==> src/rtl/dhcpopt_pkg.sv <==
// Shared types and constants for the DHCP request option parser.
// No dependencies; every other file imports this package.
`timescale 1ns / 1ps

package dhcpopt_pkg;

  // Stream and hostname limits
  localparam int MAX_STREAM_BYTES = 1024;
  localparam int HOSTNAME_MAX     = 32;
  localparam int NAME_DEPTH       = 32;
  localparam int NAME_CAP         = (HOSTNAME_MAX < NAME_DEPTH) ? HOSTNAME_MAX : NAME_DEPTH;
  localparam int NAME_AW          = $clog2(NAME_DEPTH);
  localparam int NAME_LEN_W       = 6;

  // Consumed-byte counter and the wider sum used before saturation
  localparam int CNT_W   = $clog2(MAX_STREAM_BYTES + 1);
  localparam int SUM_W   = CNT_W + 9;
  localparam int COUNT_W = 11;

  // Parameter request map geometry
  localparam int MAP_WORDS  = 4;
  localparam int MAP_AW     = 2;
  localparam int MAP_WIDTH  = 64;
  localparam int MAP_BIT_W  = 6;

  // Result sequence layout: summary, map words, hostname bytes
  localparam int SEQ_W          = 6;
  localparam int FIRST_NAME_SEQ = 1 + MAP_WORDS;

  // Option tags
  localparam logic [7:0] END_TAG      = 8'hff;
  localparam logic [7:0] TAG_HOSTNAME = 8'd12;
  localparam logic [7:0] TAG_REQ_ADDR = 8'd50;
  localparam logic [7:0] TAG_MSG_TYPE = 8'd53;
  localparam logic [7:0] TAG_SERVER   = 8'd54;
  localparam logic [7:0] TAG_PARAMS   = 8'd55;

  // Result kinds
  localparam logic [1:0] KIND_SUMMARY = 2'd0;
  localparam logic [1:0] KIND_MAP     = 2'd1;
  localparam logic [1:0] KIND_NAME    = 2'd2;

  // Read-modify-write request into the parameter map
  typedef struct packed {
    logic                 valid;
    logic [MAP_AW-1:0]    word;
    logic [MAP_BIT_W-1:0] bitpos;
  } map_upd_t;

  // Hostname store write
  typedef struct packed {
    logic               en;
    logic [NAME_AW-1:0] addr;
    logic [7:0]         data;
  } name_wr_t;

  // Scalar results of the parse, taken for the summary
  typedef struct packed {
    logic                  status;
    logic [COUNT_W-1:0]    consumed;
    logic [7:0]            msg_type;
    logic [31:0]           server;
    logic [31:0]           request;
    logic [NAME_LEN_W-1:0] name_len;
  } summary_t;

  // Read requests from the result sequencer into both memories
  typedef struct packed {
    logic               map_en;
    logic [MAP_AW-1:0]  map_addr;
    logic               name_en;
    logic [NAME_AW-1:0] name_addr;
  } rd_req_t;

endpackage

==> src/rtl/dhcpopt_parse.sv <==
// Option TLV parser: tag/length/content state and the fixed scalar fields.
// Depends on dhcpopt_pkg; drives the map and hostname memories.
`timescale 1ns / 1ps

module dhcpopt_parse (
  input  logic                   clk,
  input  logic                   rst,
  input  logic                   accept,
  input  logic [7:0]             opt_byte,
  input  logic                   clear,
  output dhcpopt_pkg::map_upd_t  map_upd,
  output dhcpopt_pkg::name_wr_t  name_wr,
  output dhcpopt_pkg::summary_t  summary
);
  import dhcpopt_pkg::*;

  localparam logic [1:0] PH_TAG  = 2'd0;
  localparam logic [1:0] PH_LEN  = 2'd1;
  localparam logic [1:0] PH_BODY = 2'd2;

  logic [1:0]            phase, phase_next;
  logic [7:0]            tag, tag_next;
  logic [7:0]            left, left_next;
  logic [7:0]            pos, pos_next;
  logic [CNT_W-1:0]      consumed, consumed_next;
  logic                  end_seen, end_seen_next;
  logic [7:0]            type_reg, type_next;
  logic [31:0]           server_reg, server_next;
  logic [31:0]           request_reg, request_next;
  logic [NAME_LEN_W-1:0] name_len, name_len_next;
  logic                  done;
  logic [8:0]            done_len;
  logic [SUM_W-1:0]      sum;
  logic [1:0]            lane;

  // Decode one byte against the current record state
  always_comb begin
    phase_next    = phase;
    tag_next      = tag;
    left_next     = left;
    pos_next      = pos;
    consumed_next = consumed;
    end_seen_next = end_seen;
    type_next     = type_reg;
    server_next   = server_reg;
    request_next  = request_reg;
    name_len_next = name_len;
    map_upd       = '0;
    name_wr       = '0;
    name_wr.data  = opt_byte;
    done          = 1'b0;
    done_len      = 9'd0;
    lane          = 2'd3 - pos[1:0];
    sum           = '0;
    if (accept && !end_seen) begin
      case (phase)
        PH_TAG: begin
          if (opt_byte == END_TAG) begin
            end_seen_next = 1'b1;
          end else begin
            tag_next   = opt_byte;
            phase_next = PH_LEN;
          end
        end
        PH_LEN: begin
          left_next = opt_byte;
          pos_next  = 8'd0;
          if (tag == TAG_HOSTNAME) begin
            name_len_next = '0;
          end
          if (opt_byte == 8'd0) begin
            done = 1'b1;
          end else begin
            phase_next = PH_BODY;
          end
        end
        PH_BODY: begin
          case (tag)
            TAG_MSG_TYPE: begin
              if (pos == 8'd0) type_next = opt_byte;
            end
            TAG_SERVER: begin
              if (pos < 8'd4) server_next[{lane, 3'b000} +: 8] = opt_byte;
            end
            TAG_REQ_ADDR: begin
              if (pos < 8'd4) request_next[{lane, 3'b000} +: 8] = opt_byte;
            end
            TAG_PARAMS: begin
              map_upd.valid  = 1'b1;
              map_upd.word   = opt_byte[7:6];
              map_upd.bitpos = opt_byte[MAP_BIT_W-1:0];
            end
            TAG_HOSTNAME: begin
              if (pos < 8'(NAME_CAP)) begin
                name_wr.en    = 1'b1;
                name_wr.addr  = pos[NAME_AW-1:0];
                name_len_next = NAME_LEN_W'(pos) + NAME_LEN_W'(1);
              end
            end
            default: begin
            end
          endcase
          pos_next  = pos + 8'd1;
          left_next = left - 8'd1;
          if (left == 8'd1) begin
            done     = 1'b1;
            done_len = {1'b0, pos} + 9'd1;
          end
        end
        default: phase_next = PH_TAG;
      endcase
      // Close the record and add its size, saturating
      if (done) begin
        sum = SUM_W'(consumed) + SUM_W'(done_len) + SUM_W'(2);
        consumed_next = (sum > SUM_W'(MAX_STREAM_BYTES)) ? CNT_W'(MAX_STREAM_BYTES)
                                                         : CNT_W'(sum);
        phase_next = PH_TAG;
      end
    end
  end

  // Hold the record state; drop everything at the end of the result burst
  always_ff @(posedge clk) begin
    if (rst || clear) begin
      phase       <= PH_TAG;
      tag         <= '0;
      left        <= '0;
      pos         <= '0;
      consumed    <= '0;
      end_seen    <= 1'b0;
      type_reg    <= '0;
      server_reg  <= '0;
      request_reg <= '0;
      name_len    <= '0;
    end else begin
      phase       <= phase_next;
      tag         <= tag_next;
      left        <= left_next;
      pos         <= pos_next;
      consumed    <= consumed_next;
      end_seen    <= end_seen_next;
      type_reg    <= type_next;
      server_reg  <= server_next;
      request_reg <= request_next;
      name_len    <= name_len_next;
    end
  end

  assign summary.status   = !end_seen && (phase != PH_TAG);
  assign summary.consumed = COUNT_W'(consumed);
  assign summary.msg_type = type_reg;
  assign summary.server   = server_reg;
  assign summary.request  = request_reg;
  assign summary.name_len = name_len;

  // Once the end tag is seen the parser stays between records
  a_end_in_tag: assert property (@(posedge clk) disable iff (rst)
    end_seen |-> phase == PH_TAG)
    else $error("end tag seen while inside a record");

  a_name_cap: assert property (@(posedge clk) disable iff (rst)
    name_len <= NAME_LEN_W'(NAME_CAP))
    else $error("hostname length beyond cap");

  a_body_nonzero: assert property (@(posedge clk) disable iff (rst)
    phase == PH_BODY |-> left != 8'd0)
    else $error("record body with no content left");

endmodule

==> src/rtl/dhcpopt_map.sv <==
// Parameter request map: 4 x 64 memory with read-modify-write and forwarding.
// Depends on dhcpopt_pkg; valid bits make unwritten words read as zero.
`timescale 1ns / 1ps

module dhcpopt_map (
  input  logic                               clk,
  input  logic                               rst,
  input  dhcpopt_pkg::map_upd_t              upd,
  input  logic                               emit_rd,
  input  logic [dhcpopt_pkg::MAP_AW-1:0]     emit_addr,
  input  logic                               clear,
  output logic [dhcpopt_pkg::MAP_WIDTH-1:0]  rd_word
);
  import dhcpopt_pkg::*;

  logic [MAP_WIDTH-1:0] mem [MAP_WORDS];
  logic [MAP_WIDTH-1:0] rd_data;
  logic [MAP_AW-1:0]    rd_addr, rd_addr_q;
  logic                 rd_en;
  logic [MAP_WORDS-1:0] valid_q;
  logic                 s2_valid;
  logic [MAP_BIT_W-1:0] s2_bit;
  logic                 wr_en;
  logic [MAP_WIDTH-1:0] wr_data;
  logic                 fwd_valid;
  logic [MAP_AW-1:0]    fwd_addr;
  logic [MAP_WIDTH-1:0] fwd_data;
  logic [MAP_WIDTH-1:0] cur;

  // Share the read port between the parser and the result sequencer
  assign rd_en   = upd.valid || emit_rd;
  assign rd_addr = upd.valid ? upd.word : emit_addr;

  // Memory: registered read, one write port
  always_ff @(posedge clk) begin
    if (rd_en) begin
      rd_data   <= mem[rd_addr];
      rd_addr_q <= rd_addr;
    end
    if (wr_en) begin
      mem[rd_addr_q] <= wr_data;
    end
  end

  // Current word: take the last write if it hit the same entry
  assign cur = (fwd_valid && fwd_addr == rd_addr_q) ? fwd_data
             : (valid_q[rd_addr_q] ? rd_data : '0);
  assign rd_word = cur;

  // Modify stage: set one bit and write back
  assign wr_en   = s2_valid;
  assign wr_data = cur | (MAP_WIDTH'(1) << s2_bit);

  always_ff @(posedge clk) begin
    s2_bit   <= upd.bitpos;
    fwd_addr <= rd_addr_q;
    fwd_data <= wr_data;
    if (rst) begin
      s2_valid  <= 1'b0;
      fwd_valid <= 1'b0;
    end else begin
      s2_valid  <= upd.valid;
      fwd_valid <= wr_en;
    end
  end

  // Valid bits: set on write, drop at the end of the burst
  always_ff @(posedge clk) begin
    if (rst || clear) begin
      valid_q <= '0;
    end else if (wr_en) begin
      valid_q[rd_addr_q] <= 1'b1;
    end
  end

  a_port_conflict: assert property (@(posedge clk) disable iff (rst)
    !(upd.valid && emit_rd))
    else $error("parser and sequencer read the map together");

  a_no_write_on_clear: assert property (@(posedge clk) disable iff (rst)
    wr_en |-> !clear)
    else $error("map write during clear");

  a_write_follows_read: assert property (@(posedge clk) disable iff (rst)
    s2_valid |-> $past(upd.valid))
    else $error("map write without a preceding read");

endmodule

==> src/rtl/dhcpopt_name.sv <==
// Hostname byte store: 32 x 8 memory, one write and one registered read port.
// Depends on dhcpopt_pkg.
`timescale 1ns / 1ps

module dhcpopt_name (
  input  logic                             clk,
  input  dhcpopt_pkg::name_wr_t            wr,
  input  logic                             rd_en,
  input  logic [dhcpopt_pkg::NAME_AW-1:0]  rd_addr,
  output logic [7:0]                       rd_data
);
  import dhcpopt_pkg::*;

  logic [7:0] mem [NAME_DEPTH];

  // Store bytes as they arrive; read on request
  always_ff @(posedge clk) begin
    if (wr.en) begin
      mem[wr.addr] <= wr.data;
    end
    if (rd_en) begin
      rd_data <= mem[rd_addr];
    end
  end

endmodule

==> src/rtl/dhcpopt_emit.sv <==
// Result sequencer: summary, four map words, hostname bytes, into an output
// register. Depends on dhcpopt_pkg; reads both memories through rd_req.
`timescale 1ns / 1ps

module dhcpopt_emit (
  input  logic                                  clk,
  input  logic                                  rst,
  input  logic                                  start,
  input  dhcpopt_pkg::summary_t                 summary,
  input  logic [dhcpopt_pkg::MAP_WIDTH-1:0]     map_word,
  input  logic [7:0]                            name_byte,
  input  logic                                  out_stall,
  output dhcpopt_pkg::rd_req_t                  rd_req,
  output logic                                  busy,
  output logic                                  clear,
  output logic                                  out_valid,
  output logic [1:0]                            kind,
  output logic                                  status,
  output logic [dhcpopt_pkg::COUNT_W-1:0]       byte_count,
  output logic [7:0]                            msg_type,
  output logic [31:0]                           server_ip,
  output logic [31:0]                           requested_addr,
  output logic [dhcpopt_pkg::NAME_LEN_W-1:0]    hostname_len,
  output logic [4:0]                            word_index,
  output logic [dhcpopt_pkg::MAP_WIDTH-1:0]     payload,
  output logic                                  last_result
);
  import dhcpopt_pkg::*;

  logic [SEQ_W-1:0] issue_cnt;
  logic [SEQ_W-1:0] pend_seq;
  logic [SEQ_W-1:0] last_idx;
  logic [SEQ_W-1:0] map_seq;
  logic [SEQ_W-1:0] name_seq;
  logic             pend;
  logic             has_more;
  logic             issue;
  logic             load;
  logic             final_load;

  assign last_idx   = SEQ_W'(MAP_WORDS) + SEQ_W'(summary.name_len);
  assign has_more   = issue_cnt <= last_idx;
  assign load       = pend && (!out_valid || !out_stall);
  assign issue      = busy && has_more && (!pend || load);
  assign final_load = load && (pend_seq == last_idx);
  assign clear      = final_load;

  // Read requests for the item being issued
  assign map_seq           = issue_cnt - SEQ_W'(1);
  assign name_seq          = issue_cnt - SEQ_W'(FIRST_NAME_SEQ);
  assign rd_req.map_en     = issue && (issue_cnt != '0) && (issue_cnt < SEQ_W'(FIRST_NAME_SEQ));
  assign rd_req.map_addr   = map_seq[MAP_AW-1:0];
  assign rd_req.name_en    = issue && (issue_cnt >= SEQ_W'(FIRST_NAME_SEQ));
  assign rd_req.name_addr  = name_seq[NAME_AW-1:0];

  // Advance the burst: issue a read, then load its data into the output
  always_ff @(posedge clk) begin
    if (rst) begin
      busy      <= 1'b0;
      pend      <= 1'b0;
      issue_cnt <= '0;
    end else begin
      if (start) begin
        busy      <= 1'b1;
        issue_cnt <= '0;
      end else if (final_load) begin
        busy      <= 1'b0;
        issue_cnt <= '0;
      end else if (issue) begin
        issue_cnt <= issue_cnt + SEQ_W'(1);
      end
      if (issue) begin
        pend <= 1'b1;
      end else if (load) begin
        pend <= 1'b0;
      end
    end
  end

  always_ff @(posedge clk) begin
    if (issue) begin
      pend_seq <= issue_cnt;
    end
  end

  // Output register: hold while stalled
  always_ff @(posedge clk) begin
    if (rst) begin
      out_valid <= 1'b0;
    end else if (load) begin
      out_valid <= 1'b1;
    end else if (!out_stall) begin
      out_valid <= 1'b0;
    end
  end

  always_ff @(posedge clk) begin
    if (load) begin
      status         <= 1'b0;
      byte_count     <= '0;
      msg_type       <= '0;
      server_ip      <= '0;
      requested_addr <= '0;
      hostname_len   <= '0;
      word_index     <= '0;
      payload        <= '0;
      last_result    <= final_load;
      if (pend_seq == '0) begin
        kind           <= KIND_SUMMARY;
        status         <= summary.status;
        byte_count     <= summary.consumed;
        msg_type       <= summary.msg_type;
        server_ip      <= summary.server;
        requested_addr <= summary.request;
        hostname_len   <= summary.name_len;
      end else if (pend_seq < SEQ_W'(FIRST_NAME_SEQ)) begin
        kind       <= KIND_MAP;
        word_index <= 5'(pend_seq - SEQ_W'(1));
        payload    <= map_word;
      end else begin
        kind       <= KIND_NAME;
        word_index <= 5'(pend_seq - SEQ_W'(FIRST_NAME_SEQ));
        payload    <= MAP_WIDTH'(name_byte);
      end
    end
  end

  a_issue_busy: assert property (@(posedge clk) disable iff (rst)
    issue |-> busy)
    else $error("read issued outside a burst");

  a_pend_busy: assert property (@(posedge clk) disable iff (rst)
    pend |-> busy)
    else $error("pending read outside a burst");

  a_burst_ends: assert property (@(posedge clk) disable iff (rst)
    final_load |=> !busy && !pend)
    else $error("burst did not end after its last result");

  a_no_restart: assert property (@(posedge clk) disable iff (rst)
    start |-> !busy)
    else $error("stream end accepted during a burst");

endmodule

==> src/rtl/dhcp_request_option_parser.sv <==
// DHCP request option parser, top level.
// Depends on dhcpopt_pkg, dhcpopt_parse, dhcpopt_map, dhcpopt_name, dhcpopt_emit.
`timescale 1ns / 1ps

// Option bytes are taken at one per clock while no result burst is running. A
// parameter-list byte (option 55) is a read-modify-write of the 4 x 64 map
// memory, with the previous write forwarded, so back-to-back list bytes still go
// one per clock. On the byte marked last_byte the block stalls its input while
// it sends 5 + hostname_len results (summary, four map words, hostname bytes),
// one per clock unless out_stall holds the output register, through the
// registered read ports of the map and hostname memories. The input opens again
// as soon as the last result is in the output register, and state is cleared at
// the same edge.

module dhcp_request_option_parser (
  input  logic                                clk,
  input  logic                                rst,
  input  logic                                in_valid,
  output logic                                in_stall,
  input  logic [7:0]                          opt_byte,
  input  logic                                last_byte,
  output logic                                out_valid,
  input  logic                                out_stall,
  output logic [1:0]                          kind,
  output logic                                status,
  output logic [dhcpopt_pkg::COUNT_W-1:0]     byte_count,
  output logic [7:0]                          msg_type,
  output logic [31:0]                         server_ip,
  output logic [31:0]                         requested_addr,
  output logic [dhcpopt_pkg::NAME_LEN_W-1:0]  hostname_len,
  output logic [4:0]                          word_index,
  output logic [dhcpopt_pkg::MAP_WIDTH-1:0]   payload,
  output logic                                last_result
);
  import dhcpopt_pkg::*;

  logic                 busy;
  logic                 accept;
  logic                 start;
  logic                 clear;
  map_upd_t             map_upd;
  name_wr_t             name_wr;
  summary_t             summary;
  rd_req_t              rd_req;
  logic [MAP_WIDTH-1:0] map_word;
  logic [7:0]           name_byte;

  // Hold input during the result burst
  assign in_stall = busy;
  assign accept   = in_valid && !busy;
  assign start    = accept && last_byte;

  dhcpopt_parse u_parse (
    .clk      (clk),
    .rst      (rst),
    .accept   (accept),
    .opt_byte (opt_byte),
    .clear    (clear),
    .map_upd  (map_upd),
    .name_wr  (name_wr),
    .summary  (summary)
  );

  dhcpopt_map u_map (
    .clk       (clk),
    .rst       (rst),
    .upd       (map_upd),
    .emit_rd   (rd_req.map_en),
    .emit_addr (rd_req.map_addr),
    .clear     (clear),
    .rd_word   (map_word)
  );

  dhcpopt_name u_name (
    .clk     (clk),
    .wr      (name_wr),
    .rd_en   (rd_req.name_en),
    .rd_addr (rd_req.name_addr),
    .rd_data (name_byte)
  );

  dhcpopt_emit u_emit (
    .clk            (clk),
    .rst            (rst),
    .start          (start),
    .summary        (summary),
    .map_word       (map_word),
    .name_byte      (name_byte),
    .out_stall      (out_stall),
    .rd_req         (rd_req),
    .busy           (busy),
    .clear          (clear),
    .out_valid      (out_valid),
    .kind           (kind),
    .status         (status),
    .byte_count     (byte_count),
    .msg_type       (msg_type),
    .server_ip      (server_ip),
    .requested_addr (requested_addr),
    .hostname_len   (hostname_len),
    .word_index     (word_index),
    .payload        (payload),
    .last_result    (last_result)
  );

endmodule

==> config.mk <==
export PLATFORM = sky130hd
export DESIGN_NAME = dhcp_request_option_parser
export DESIGN_NICKNAME = d
export VERILOG_FILES = /design/src/rtl/dhcpopt_pkg.sv /design/src/rtl/dhcpopt_parse.sv /design/src/rtl/dhcpopt_map.sv /design/src/rtl/dhcpopt_name.sv /design/src/rtl/dhcpopt_emit.sv /design/src/rtl/dhcp_request_option_parser.sv
export SDC_FILE = /design/constraint.sdc
export NUM_CORES = 1
export LEC_CHECK = 0
export BUFFER_PORTS_ARGS = -buffer_cell sky130_fd_sc_hd__buf_2
export CAP_MARGIN = 20
export CORE_MARGIN = 5
export CORE_UTILIZATION = 45
export DETAILED_ROUTE_END_ITERATION = 8
export PLACE_DENSITY = 0.59
export SLEW_MARGIN = 20
export SYNTH_ARGS = -nofsm -noshare
export SYNTH_HDL_FRONTEND = slang
export SYNTH_SLANG_ARGS = --single-unit
export TNS_END_PERCENT = 50
==> constraint.sdc <==
create_clock -name clk -period 21 [get_ports clk]
set_input_delay 2.1 -clock clk [delete_from_list [all_inputs] [get_ports clk]]
set_output_delay 2.1 -clock clk [all_outputs]
set_load 0.01 [all_outputs]
### Yosys cells after proc, flatten, opt, wreduce, memory -nomap -nowiden

Memory sizes are Yosys's and may differ from the RTL's. A register that Yosys moved wholly into a read port is not among the register bits.
Cells that the tools add are included.

| storage, ports and cells | value |
|---|---|
| output and inout port bits | 164 |
| register bits | 373 |
| bits in read-only memories | 0 |
| memories | 2 |
| word-level logic and storage cells | 173 |
| bits of input ports | 13 |
| bits in writable memories | 512 |
| bits in latches | 0 |

| cells by class | value |
|---|---|
| add/sub/neg operators | 14 |
| magnitude comparators | 9 |
| divide/modulo/power cells | 0 |
| reductions and logical operators | 43 |
| multiply operators | 0 |
| shift-type cells | 3 |
| multiplexer cells | 47 |
| eq/ne operators | 18 |
| bitwise operators | 4 |

Memory list:

| memory | words | bits a word | rd ports | clocked after Yosys merged registers in | write ports | RTL line | text |
|---|---|---|---|---|---|---|---|
| u_map.mem | 4 | 64 | 1 | 1 | 1 | dhcpopt_map.sv:16 | `logic [MAP_WIDTH-1:0] mem [MAP_WORDS];` |
| u_name.mem | 32 | 8 | 1 | 1 | 1 | dhcpopt_name.sv:14 | `logic [7:0] mem [NAME_DEPTH];` |

Operator list:

| kind | count |
|---|---|
| 2-to-1 mux 64 bit | 2 |
| bitwise mux 32 bit | 2 |
| bitwise OR 64 bit | 1 |
| left shift 1 x 6 -> 64 bit (first input constant) | 1 |
| 2-to-1 mux 9 bit | 6 |
| 2-to-1 mux 6 bit | 7 |
| == test 8 x 6 -> 1 bit (second input constant) | 4 |
| case mux 8 bit (2 select lines) | 2 |
| variable shift 8 x 7 -> 32 bit (first input constant) | 1 |
| variable part select 8 x 7 -> 32 bit | 1 |
| adder 20 x 2 -> 20 bit (second input constant) | 1 |
| > comparator 20 x 11 -> 1 bit (second input constant) | 1 |
| zero test 8 bit | 2 |
| AND reduction 4 bit | 4 |
| 2-to-1 mux 1 bit | 15 |
| logical AND 1 bit | 13 |
| adder 11 x 9 -> 12 bit | 1 |
| adder 6 x 1 -> 6 bit (second input constant) | 2 |
| < comparator 6 x 3 -> 1 bit (second input constant) | 2 |
| case mux 6 bit (2 select lines) | 1 |
| 2-to-1 mux 11 bit | 1 |
| 2-to-1 mux 2 bit | 5 |
| inequality test 2 x 1 -> 1 bit (second input constant) | 5 |
| subtractor 5 x 3 -> 5 bit (second input constant) | 2 |
| 41 further kinds | 56 |

### Longest topological paths before layout

Gate-level depths: netlist of the first run.

| logic depth | value |
|---|---|
| depth after elaboration | 8 |
| mapped depth | 17 |
| gate-level depth less buffers | 16 |

### Modules after synthesis

From an unflattened synthesis of the first run, not the netlist that was laid out.

| second synthesis, totals | value |
|---|---|
| cell total of the unflattened synthesis | 2572 |
| area, all modules | 38953.6 sq um |

Modules (own cells, without submodules):

| module | sequential area each (sq um) | times used | cells an instance | area an instance (sq um) |
|---|---|---|---|---|
| dhcpopt_map | 11230.8 | 1 | 1031 | 16096.7 |
| dhcpopt_name | 7927.6 | 1 | 417 | 10133.5 |
| dhcpopt_emit | 5225.0 | 1 | 461 | 7021.7 |
| dhcpopt_parse | 2322.2 | 1 | 661 | 5686.7 |
| dhcp_request_option_parser | 0.0 | 1 | 2 | 15.0 |

### Least setup slack after synthesis of the first run

OpenSTA, ideal clock, no wires.

| path | value |
|---|---|
| path type | input port to flip-flop |
| from | input port out_stall |
| to | register u_map.valid_q[3] |
| path slack | 5.369 ns |
| arrival time | 15.504 ns |
| stages on the path | 9 |
| cells stage by stage | a21boi_0 -> nand2_1 -> nor4_1 -> nand3_1 -> nand2b_1 -> clkbuf_1 -> clkbuf_1 -> clkbuf_1 -> nor2_1 |

| on the way | value |
|---|---|
| word-level cells in the longest chain between the ends | 5 |

Ends and longest elaborated chain:

| element | RTL line | text |
|---|---|---|
| start: declaration | dhcp_request_option_parser.sv:23 | `input logic out_stall,` |
| zero test 1 bit | dhcpopt_emit.sv:43 | `assign load = pend && (!out_valid \|\| !out_stall);` |
| logical OR 1 bit | dhcpopt_emit.sv:43 |  |
| logical AND 1 bit | dhcpopt_emit.sv:43 |  |
| logical AND 1 bit | dhcpopt_emit.sv:45 | `assign final_load = load && (pend_seq == last_idx);` |
| logical OR 1 bit | dhcpopt_map.sv:69 | `if (rst \|\| clear) begin` |
| end signal: assignment | dhcpopt_map.sv:70 | `valid_q <= '0;` |
| end signal: indexed assignment | dhcpopt_map.sv:72 | `valid_q[rd_addr_q] <= 1'b1;` |
| end: declaration | dhcpopt_map.sv:20 | `logic [MAP_WORDS-1:0] valid_q;` |

No other way between the ends.
A chain may end at the register's enable or synchronous reset.

### Worst setup path in the final report of the first run

| path | value |
|---|---|
| from | input port in_valid |
| to | register u_map.rd_data[33], read port of u_map.mem, data pin |

| on the way | value |
|---|---|
| word-level cells in the longest chain between the ends | 4 |
| elaborated cells between the ends (all ways) | 5 |
| classes of those cells | mux: 2; reduce/logical: 3 |

Ends and longest elaborated chain:

| element | RTL line | text |
|---|---|---|
| start: declaration | dhcp_request_option_parser.sv:18 | `input logic in_valid,` |
| logical AND 1 bit (*) | dhcp_request_option_parser.sv:50 | `assign accept = in_valid && !busy;` |
| logical AND 1 bit (*) | dhcpopt_parse.sv:55 | `if (accept && !end_seen) begin` |
| 2-to-1 mux 9 bit (*) | dhcpopt_parse.sv:55 |  |
| 2-to-1 mux 2 bit / logical OR 1 bit (equally long branches) | dhcpopt_map.sv:32, dhcpopt_map.sv:31 |  |
| end: declaration | dhcpopt_map.sv:17 | `logic [MAP_WIDTH-1:0] rd_data;` |

Mark *: on every way between the ends. The rest lies on a longest branch, timed or not.

==> results of run 1 <==
placed cells by master (no fill, tap or decap), types with 9 or more instances in the layout:
master	count
a211oi_1	69
a21oi_1	95
a22oi_1	66
a31oi_1	67
and2_1	105
buf_2	174
buf_4	38
bufinv_16	13
clkbuf_1	24
clkbuf_16	98
clkinv_1	13
clkinv_2	20
dfxtp_1	202
edfxtp_1	754
ha_1	34
inv_1	28
mux2_2	9
mux2i_1	18
mux4_2	81
nand2_1	263
nand2b_1	12
nand3_1	95
nor2_1	177
nor2b_1	77
nor3_1	25
o21ai_0	89
o31ai_1	10
xnor2_1	23
xor2_1	17
logic make-up after synthesis:
| group | share of synthesized area (%) |
|---|---|
| buffers and inverters | 1.90 |
| xor gates and xnor gates | 0.969 |
| and+or+nand+nor | 10.9 |
| muxes | 5.68 |
| DFF | 72.1 |
| AOI/OAI and AO/OA | 7.21 |
| adders and majority gates | 1.24 |
cell type report:
type	instances	area, sq um
clock buffers	126	2600
clock inverters	55	638
fillers	6809	39500
inverters	29	114
multi-input cells	1441	9740
flip-flops and latches	957	26700
well taps	1070	1340
repair buffers	213	1170
worst max path at each step:
stage	start	endpoint	slack (ns)	depth (start not counted)
after floorplan	out_stall	u_map.valid_q[3]	5.37	9
after global placement	in_valid	u_map.rd_data[51]	15.21	12
after detailed placement	in_valid	u_map.rd_data[33]	15.03	12
after CTS	in_valid	u_map.rd_data[33]	15.73	12
after global routing	in_valid	u_map.rd_data[33]	15.38	12
final	in_valid	u_map.rd_data[33]	15.76	12
per-stage QoR:
| stage | utilization (%) | hold WS (ns) | std cells | power [mW] | worst slack [ns] |
|---|---|---|---|---|---|
| 2_1_floorplan | - | 0.427 | 2575 | 2.20 | 5.37 |
| 3_3_place_gp | 47.7 | 0.435 | 3709 | 2.25 | 15.21 |
| 3_5_place_dp | 47.7 | 0.442 | 3710 | 2.25 | 15.03 |
| 4_1_cts | 51.7 | 0.450 | 3891 | 3.99 | 15.73 |
| 5_1_grt | 51.7 | 0.472 | 3891 | 4.08 | 15.38 |
| 6_report | 51.7 | 0.449 | 3891 | 3.96 | 15.76 |
synth_stat cells, drive strengths merged, types with 27 or more instances:
master,number,area (sq um)
ha,35,438
o21ai,92,468
nor3,27,140
and2,106,666
inv,29,109
nor2,179,674
mux4,81,1820
a211oi,70,531
a21oi,96,480
dfxtp,203,4060
nand3,95,475
nor2b,78,488
edfxtp,754,22600
buf,34,168
nand2,264,991
clkbuf,114,428
a22oi,66,495
a31oi,68,432
critical path: stages:
cell	delay [ns]
buf_2	0.11
nor3b_4	0.34
nor3b_2	0.28
and4_1	0.25
nand4_2	0.29
nand2_1	0.22
o21ai_4	0.09
inv_6	0.52
buf_4	0.82
nor2b_1	0.12
a211oi_1	0.28
a31oi_1	0.08
routing by layer:
metal  vias to the layer above  GRT usage [%]
li1                       9974              -
met2                       682           32.4
met3                       161           3.29
met4                         0           6.24
met5                         -              0
met1                     10957           26.0
where the power goes:
group          internal, mW  switching, mW  total (mW)  leakage [nW]
Clock                  1.03          0.713        1.75          1.59
Sequential             2.05         0.0101        2.06          8.62
Combinational        0.0542          0.101       0.155          3.89
==> results by group, run 1 <==
Worst hold path
  – Hold Path Origin: u_parse.server_reg[19]
  – Hold Crit Class: reg2reg
  – WHS Endpoint: u_parse.server_reg[19]
  – Hold path cells: 2

Die
  – Chip width: 297 um
  – Vert. Die Dim: 297 um
  – Initial core utilization: 45.3%
  – Std cell rows: 105
  – I/O Pins: 177
  – CORE AREA: 81800 sq um
  – Die Area: 88200 sq um

CTS
  – Clk buf depth: 3
  – Worst-Skew Late Latency: 0.65 ns
  – H-tree depth: 3
  – Clk root buf: clkbuf_16
  – Post-CTS Setup Inserts: 0
  – CTS Buf Count: 97
  – Clk sinks: 957
  – Post-cts sizing count: 0
  – CTS tree: built
  – CTS Hold Bufs: 0
  – CTS clk-pin slew, worst paths: 0.06 ns

Worst setup path
  – Req. time, crit path: 21.34 ns
  – Reg2reg setup slack: 16.34 ns
  – Reg2reg end: u_parse.consumed[4]
  – Critical R2R Launch: u_parse.phase[0]
  – Crit start category: input port
  – WS Path Type: in2reg
  – Worst reg2reg path depth: 13
  – Critical Path End Type: flip-flop
  – Max FO, Critical Path: 105
  – CP arrival: 5.58 ns

Synth
  – Synth Cell Area: 37100 sq um
  – Register bit total from synthesis: 957
  – Post-synthesis sequential area ratio: 72.1%
  – Synth cell types: 68
  – Syn Inst Count: 2575
  – Syn nets: 2624
  – Synth Flop Type: edfxtp_1
  – Mapped Avg Cell Area: 14.4 sq um
  – Number of synthesized flops with an enable pin: 754
  – Share of flip-flops with an asynchronous set or reset: 0%
  – Synthesis warning total: 0

Job
  – Max Cap Viol: 0

Power and ir drop
  – Maximum vdd drop: 0.0694 mV
  – Total leakage power: 14.1 nW
  – PwrDens: 93.6 nW/um^2

Detailed routing
  – Met3 WL post-DR: 5250 um
  – Antenna-violating nets left: 0
  – Detailed-route via count: 21774
  – Met1 WL: 37000 um
  – Routed wl met2: 42700 um
  – Initial DRC Count: 1780
  – Routed len/inst: 22.5 um
  – Initial DRT Pass Iterations: 5
  – WL final: 87400 um
  – Max layer used: met4
  – Number of vias per cell: 5.60
  – DRC Markers: 0

Cells and area
  – Area Growth Syn to Fin: 14.2%
  – Fin nets: 2788
  – Layout cell share with drive strength beyond 1: 17.3%
  – Largest registers: u_map.mem x256, u_name.mem x256
  – Fin area: 42300 sq um
  – Antenna cells: 0

STA
  – Slew @ Worst Pin: 1.10 ns
  – Max-slew violations: 0
  – Setup TNS Final: 0 ns
  – Final Hold Fails: 0
  – Final setup fails: 0
  – Max Freq: 191 MHz
  – Rel. slew slack: 26.4%
  – Final period util: 24.9%
  – RSZ-0062 raised after global routing: false
  – Max Clock Skew: 0.0227 ns
  – Min Tclk post-route: 5.24 ns

Global route
  – Global-route usage over all layers: 19.3%
  – First-pass GRT wire length: 133000 um
  – Vias in the first global route: 22317
  – Initial antenna violation count: 1
  – Largest net degree at the start of global routing: 106
  – Grt total ovfl: 0

Placed design
  – Post-DP Area: 39100 sq um
  – IO Port Bufs: 176
  – Routability Congestion: 0.792
  – Hpwl dp: 51600 um

Status
  – Status: completed
Note: power is estimated with default switching activity, not from simulation.
==> run 2, diff against run 1 <==
--- a/config.mk
+++ b/config.mk
@@ -5,12 +5,13 @@
 export SDC_FILE = /design/constraint.sdc
 export NUM_CORES = 1
 export LEC_CHECK = 0
+export ABC_AREA = 1
 export BUFFER_PORTS_ARGS = -buffer_cell sky130_fd_sc_hd__buf_2
 export CAP_MARGIN = 20
 export CORE_MARGIN = 5
 export CORE_UTILIZATION = 45
 export DETAILED_ROUTE_END_ITERATION = 8
-export PLACE_DENSITY = 0.59
+export PLACE_DENSITY = 0.62
 export SLEW_MARGIN = 20
 export SYNTH_ARGS = -nofsm -noshare
 export SYNTH_HDL_FRONTEND = slang
==> constraint.sdc (replaced) <==
create_clock -name clk -period 4.7 [get_ports clk]
set_input_delay 0.47 -clock clk [delete_from_list [all_inputs] [get_ports clk]]
set_output_delay 0.47 -clock clk [all_outputs]
set_load 0.01 [all_outputs]
==> results by group, run 2 <==
Die
  – Std cell rows: 107
  – Chip width: 302 um
  – CORE AREA: 84900 sq um
  – Die Area: 91300 sq um
  – I/O Pins: 177
  – Initial core utilization: 45.2%
  – Vert. Die Dim: 302 um

Global route
  – Initial antenna violation count: 0
  – First-pass GRT wire length: 140000 um
  – Grt total ovfl: 0
  – Global-route usage over all layers: 19.7%
  – Largest net degree at the start of global routing: 134
  – Vias in the first global route: 23848

Detailed routing
  – Initial DRC Count: 2312
  – Detailed-route via count: 25015
  – WL final: 92300 um
  – Routed wl met2: 43700 um
  – Max layer used: met4
  – Antenna-violating nets left: 0
  – Met3 WL post-DR: 6120 um
  – Met1 WL: 40300 um
  – Number of vias per cell: 5.34
  – DRC Markers: 0
  – Initial DRT Pass Iterations: 6
  – Routed len/inst: 19.7 um

Synth
  – Area leader, netlist: edfxtp_1
  – Adder-cell share of the synthesized area: 1.19%
  – Register bit total from synthesis: 957
  – Synth cell count leaders: edfxtp_1, nor2_1, inv_1
  – Synth Area in Compound Gates: 9.75%
  – Post-synthesis simple-gate area fraction: 11.8%
  – Synth Cell Area: 38400 sq um
  – Post-synthesis sequential area ratio: 69.6%
  – Share of flip-flops with an asynchronous set or reset: 0%
  – Number of synthesized flops with an enable pin: 754
  – Top cell type's share of synthesized area: 59.0%
  – Post-Synth XOR/XNOR Area: 0.362%
  – Mapped Avg Cell Area: 11.6 sq um
  – Syn nets: 3361
  – Synthesis warning total: 0
  – Largest family of logic cells by synthesized area: simple AND/OR/NAND/NOR gates
  – Multiplexer area fraction after synthesis: 1.69%
  – Synth Flop Type: edfxtp_1
  – Syn Inst Count: 3312
  – Most frequent cell after synthesis: edfxtp_1
  – Ranking of synthesized cells by area: edfxtp_1, dfxtp_1, nor2_1
  – Synth cell types: 54

Worst setup path
  – Cells along the critical path: ha_1 > inv_1 > o21ai_0 > nor2_1 > ha_1 > inv_1 > nand2_1 > nand2_1 > inv_1 > ha_1 > nor2_1 > nand2_1 > nor2_1 > nand2_1 > nor2_1 > nand2_1 > nor2_1 > nand3_1 > nand2_2 > nand3_1 > a21oi_1
  – Slowest-stage cell, CP: dfxtp_1
  – Crit-path max cell delay: 0.73 ns
  – Max FO, Critical Path: 18
  – Worst reg2reg path depth: 21
  – WS Path Type: reg2reg
  – Crit path max-delay family: adder cells
  – Buf/Inv on CP: 3
  – Req. time, crit path: 5.27 ns
  – Reg2reg end: u_parse.consumed[2]
  – CP arrival: 4.41 ns
  – Reg2reg setup slack: 0.86 ns
  – Critical Path End Type: flip-flop
  – Crit start category: flip-flop
  – Critical R2R Launch: u_parse.pos[0]

Cells and area
  – Util after Layout: 51.4%
  – Area Growth Syn to Fin: 13.7%
  – Commonest non-fill, non-tap cell in the layout: edfxtp_1
  – Layout cell share with drive strength beyond 1: 11.6%
  – Commonest cells after routing, fill and taps aside: edfxtp_1, nor2_1, inv_1
  – FF+latch area: 26700 sq um
  – Footprint of the multi-input gates: 9640 sq um
  – Antenna cells: 0
  – Fin area: 43600 sq um
  – Fin nets: 3506
  – Largest registers: u_map.mem x256, u_name.mem x256
  – Fillers: 7441
  – Post-route insts no fill: 4687

Power and ir drop
  – Seq pwr share: 51.4%
  – Total leakage power: 14.6 nW
  – Internal power: 14.0 mW
  – PwrDens: 412 nW/um^2
  – Logic pwr share: 5.5%
  – Switching pwr: 3.98 mW
  – Clk network pwr share: 43.1%
  – Tot Pwr: 18.0 mW
  – Sw Share: 22.1%
  – Maximum vdd drop: 0.267 mV

CTS
  – Clk sinks: 957
  – Clk buf depth: 3
  – Post-CTS Setup Inserts: 0
  – CTS Buf Count: 99
  – CTS tree: built
  – H-tree depth: 3
  – Worst-Skew Late Latency: 0.66 ns
  – CTS clk-pin slew, worst paths: 0.06 ns
  – Post-cts sizing count: 0
  – CTS Hold Bufs: 0
  – Clk root buf: clkbuf_16

STA
  – Final period util: 81.7%
  – WHS: 0.171 ns
  – Final Hold Fails: 0
  – Max-slew violations: 0
  – Slew @ Worst Pin: 1.15 ns
  – Setup TNS Final: 0 ns
  – Rel. slew slack: 23.4%
  – Min Tclk post-route: 3.84 ns
  – Final setup fails: 0
  – Worst setup margin: 0.858 ns
  – Max Freq: 260 MHz
  – RSZ-0062 raised after global routing: false
  – Max Clock Skew: 0.0255 ns

Job
  – Max Cap Viol: 0

Placed design
  – Place WS: 0.954 ns
  – DP Cell Count: 4499
  – Routability Congestion: 0.863
  – Post-DP Area: 40400 sq um
  – Hpwl dp: 55000 um
  – IO Port Bufs: 176

Worst hold path
  – WHS Endpoint: u_emit.pend
  – Hold Crit Class: in2reg
  – Hold Path Origin: rst
  – Hold path cells: 2

Status
  – Status: completed
==> run 2: layout make-up <==
class | count | share of cell area [%]
Timing Repair Buffer | 216 | 2.90
Multi-Input combinational cell | 1825 | 22.1
Sequential cell | 957 | 61.2
Clock inverter | 42 | 1.07
Clock buffer | 145 | 6.37
Inverter | 358 | 3.10
Tap cell | 1144 | 3.28
==> run 2: worst max path at each step <==
stage | end | startpoint | slack, ns | cells past startpoint
after floorplan | u_map.mem[0][0] | u_map.rd_addr_q[1] | -0.82 | 1
after global placement | u_parse.consumed[2] | u_parse.pos[0] | 0.94 | 21
after detailed placement | u_parse.consumed[2] | u_parse.phase[0] | 0.95 | 25
after CTS | u_parse.consumed[2] | u_parse.pos[0] | 0.92 | 21
after global routing | u_parse.consumed[8] | u_parse.pos[0] | 0.37 | 24
final | u_parse.consumed[2] | u_parse.pos[0] | 0.86 | 21
==> run 2: cells by family after synthesis <==
family | Yosys count
mux | 65
buf+inv | 530
flops | 957
simple gates | 1058
xor+xnor | 15
compound gates | 651
fa+ha+maj | 36
==> run 2: power groups by stage <==
stage / logic (mW) / registers, mW / clock network (mW)
after global routing: 1.10 / 9.24 / 8.24
after global placement: 0.982 / 9.41 / 0
after CTS: 0.995 / 9.23 / 7.87
final: 0.995 / 9.23 / 7.74
after detailed placement: 0.991 / 9.41 / 0
after floorplan: 0.640 / 9.43 / 0
==> run 2: routing by layer <==
metal | vias to the layer above | GRT usage (%)
met4 | 0 | 5.33
li1 | 11952 | -
met3 | 141 | 2.78
met2 | 814 | 32.3
met5 | - | 0
met1 | 12108 | 27.7
==> run 2: worst reg2reg max path, cell delays in order, from the launching register on <==
cell     delay, ns
dfxtp_1       0.73
ha_1          0.47
inv_1         0.18
o21ai_0       0.36
nor2_1        0.10
ha_1          0.34
inv_1         0.09
nand2_1       0.05
nand2_1       0.08
inv_1         0.05
ha_1          0.30
nor2_1        0.10
nand2_1       0.06
nor2_1        0.10
nand2_1       0.05
nor2_1        0.09
nand2_1       0.05
nor2_1        0.08
nand3_1       0.08
nand2_2       0.16
nand3_1       0.09
a21oi_1       0.13
==> run 3, diff against run 2 <==
==> constraint.sdc (replaced) <==
create_clock -name clk -period 3.1 [get_ports clk]
set_input_delay 0.31 -clock clk [delete_from_list [all_inputs] [get_ports clk]]
set_output_delay 0.31 -clock clk [all_outputs]
set_load 0.01 [all_outputs]
==> results by group, run 3 (synthesis results as in run 2) <==
Worst setup path
  – Crit-path max cell delay: 0.32 ns
  – CP Depth: 25
  – Slowest-stage cell, CP: dfxtp_2
  – Max FO, Critical Path: 6
  – Top cell by count, worst path: buf_4
  – CP arrival: 3.68 ns
  – Crit start category: flip-flop
  – Critical Path End Type: flip-flop
  – Crit path max-delay family: buffers and inverters
  – Worst reg2reg path depth: 25
  – Req. time, crit path: 3.60 ns
  – Buf/Inv on CP: 11
  – WS Path Type: reg2reg

STA
  – Min Tclk post-route: 3.18 ns
  – Slew @ Worst Pin: 1.06 ns
  – Max Clock Skew: 0.0398 ns
  – Max Freq: 315 MHz
  – Final Hold Fails: 0
  – WHS: 0.0553 ns
  – RSZ-0062 raised after global routing: true
  – Worst setup margin: -0.0765 ns
  – Final setup fails: 10
  – Rel. slew slack: 29.2%
  – Final period util: 102%
  – Max-slew violations: 0

CTS
  – Clk buf depth: 3
  – Clk sinks: 957
  – CTS Buf Count: 96
  – H-tree depth: 3
  – CTS clk-pin slew, worst paths: 0.06 ns
  – Worst-Skew Late Latency: 0.65 ns
  – CTS tree: built
  – Clk root buf: clkbuf_16

Worst hold path
  – Hold Crit Class: in2reg
  – Hold path cells: 1

Die
  – I/O Pins: 177
  – Initial core utilization: 45.2%
  – Chip width: 302 um
  – Vert. Die Dim: 302 um
  – Std cell rows: 107
  – Die Area: 91300 sq um
  – CORE AREA: 84900 sq um

Detailed routing
  – Detailed-route via count: 25545
  – Antenna-violating nets left: 0
  – Number of vias per cell: 5.30
  – Initial DRT Pass Iterations: 5
  – DRC Markers: 0
  – WL final: 94000 um
  – Routed len/inst: 19.5 um
  – Initial DRC Count: 2110

Cells and area
  – Commonest non-fill, non-tap cell in the layout: edfxtp_1
  – Util after Layout: 53.4%
  – Largest registers: u_map.mem x256, u_name.mem x256
  – Antenna cells: 0
  – Commonest cells after routing, fill and taps aside: edfxtp_1, nor2_1, inv_1
  – Fin nets: 3647
  – Area Growth Syn to Fin: 17.9%
  – Layout cell share with drive strength beyond 1: 17.5%

Global route
  – First-pass GRT wire length: 144000 um
  – Initial antenna violation count: 3
  – Vias in the first global route: 24821
  – Global-route usage over all layers: 20.1%
  – Largest net degree at the start of global routing: 163
  – Grt total ovfl: 0

Status
  – Status: finished, violations left
  – Violated checks: setup timing

Power and ir drop
  – Maximum vdd drop: 0.445 mV
  – PwrDens: 600 nW/um^2
  – Total leakage power: 15.5 nW

Placed design
  – IO Port Bufs: 176
  – Place WS: -0.225 ns
  – Routability Congestion: 0.850
  – Hpwl dp: 58300 um

Job
  – Max Cap Viol: 0
-- run 3: changes by cell type in the layout (fill, tap and decap cells not counted), sizes merged --
cell / change
buf: +141
clkinv: -5
nand2: +1
dlygate4sd3: +2
inv: -5
clkinvlp: +6
clkbuf: -4
-- run 3: what timing repair did --
| item | CTS | global route |
|---|---|---|
| cloned | 1 | 1 |
| endpoints found under the setup margin | 11 | 11 |
| resized for setup | 32 | 81 |
| hold endpoints to repair | 2 | 0 |
| hold buffers | 2 | 0 |
| pin swaps | 24 | 45 |
| setup buffers | 15 | 14 |
-- run 3: routing by layer --
| layer | GRT usage [%] | vias up | part of all wire, % |
|---|---|---|---|
| met5 | 0 | - | 0 |
| met4 | 5.19 | 0 | 2.3 |
| met3 | 2.98 | 130 | 6.1 |
| met2 | 33.5 | 731 | 48 |
| met1 | 28.1 | 12456 | 44 |
| li1 | - | 12228 | - |
-- run 3: worst register-to-register path: stages (launching register included) --
cell and delay, ns:
dfxtp_2 0.32, inv_1 0.05, ha_2 0.20, inv_4 0.08, nor2_4 0.05, buf_4 0.12
buf_4 0.12, buf_4 0.12, buf_4 0.12, buf_4 0.12, buf_4 0.12, buf_4 0.13
nand2_4 0.06, nor3_4 0.05, ha_4 0.29, nand2_1 0.05, inv_1 0.06, nand2_2 0.06
nand2_2 0.07, nand2_1 0.06, nand2_2 0.10, nand3_4 0.10, o22ai_4 0.21, clkinvlp_4 0.20
nand3_2 0.11, a21oi_2 0.05
-- run 3: final timing paths --
kind | startpoint | end | slack (ns)
worst max-delay path | u_parse.phase[0] | u_parse.consumed[3] | -0.08
worst min-delay path | opt_byte[2] | u_name.mem[2][2] | 0.06
worst max register to register | u_parse.phase[0] | u_parse.consumed[3] | -0.08
worst min register to register | u_map.valid_q[3] | u_map.valid_q[3] | 0.46
-- run 3: final cells by class --
type,count,area (sq um)
Clock buffer,142,2750
Clock inverter,37,423
Fill cell,7245,39600
Inverter,358,1360
Multi-Input combinational cell,1826,10000
Sequential cell,957,26700
Tap cell,1144,1430
Timing Repair Buffer,358,2550
Timing Repair inverter,1,7.51
-- run 3: power breakdown --
part / total (mW) / leakage (nW) / switching (mW) / internal (mW)
registers: 14.0 / 8.70 / 0.0625 / 13.9
clock network: 11.5 / 1.54 / 4.80 / 6.74
logic: 1.65 / 5.23 / 1.11 / 0.536
total: 27.2 / 15.5 / 5.98 / 21.2
-- run 3: stage by stage --
step	TNS, ns	total power, mW	instances	cell area, sq um
floorplan	-80.96	15.3	3312	38500
global placement	-1.35	15.9	4611	41500
detailed placement	-2.13	15.9	4611	41500
CTS	-1.04	27.4	4808	44900
global route	-2.46	28.1	4823	45300
finish	-0.404	27.2	4823	45300
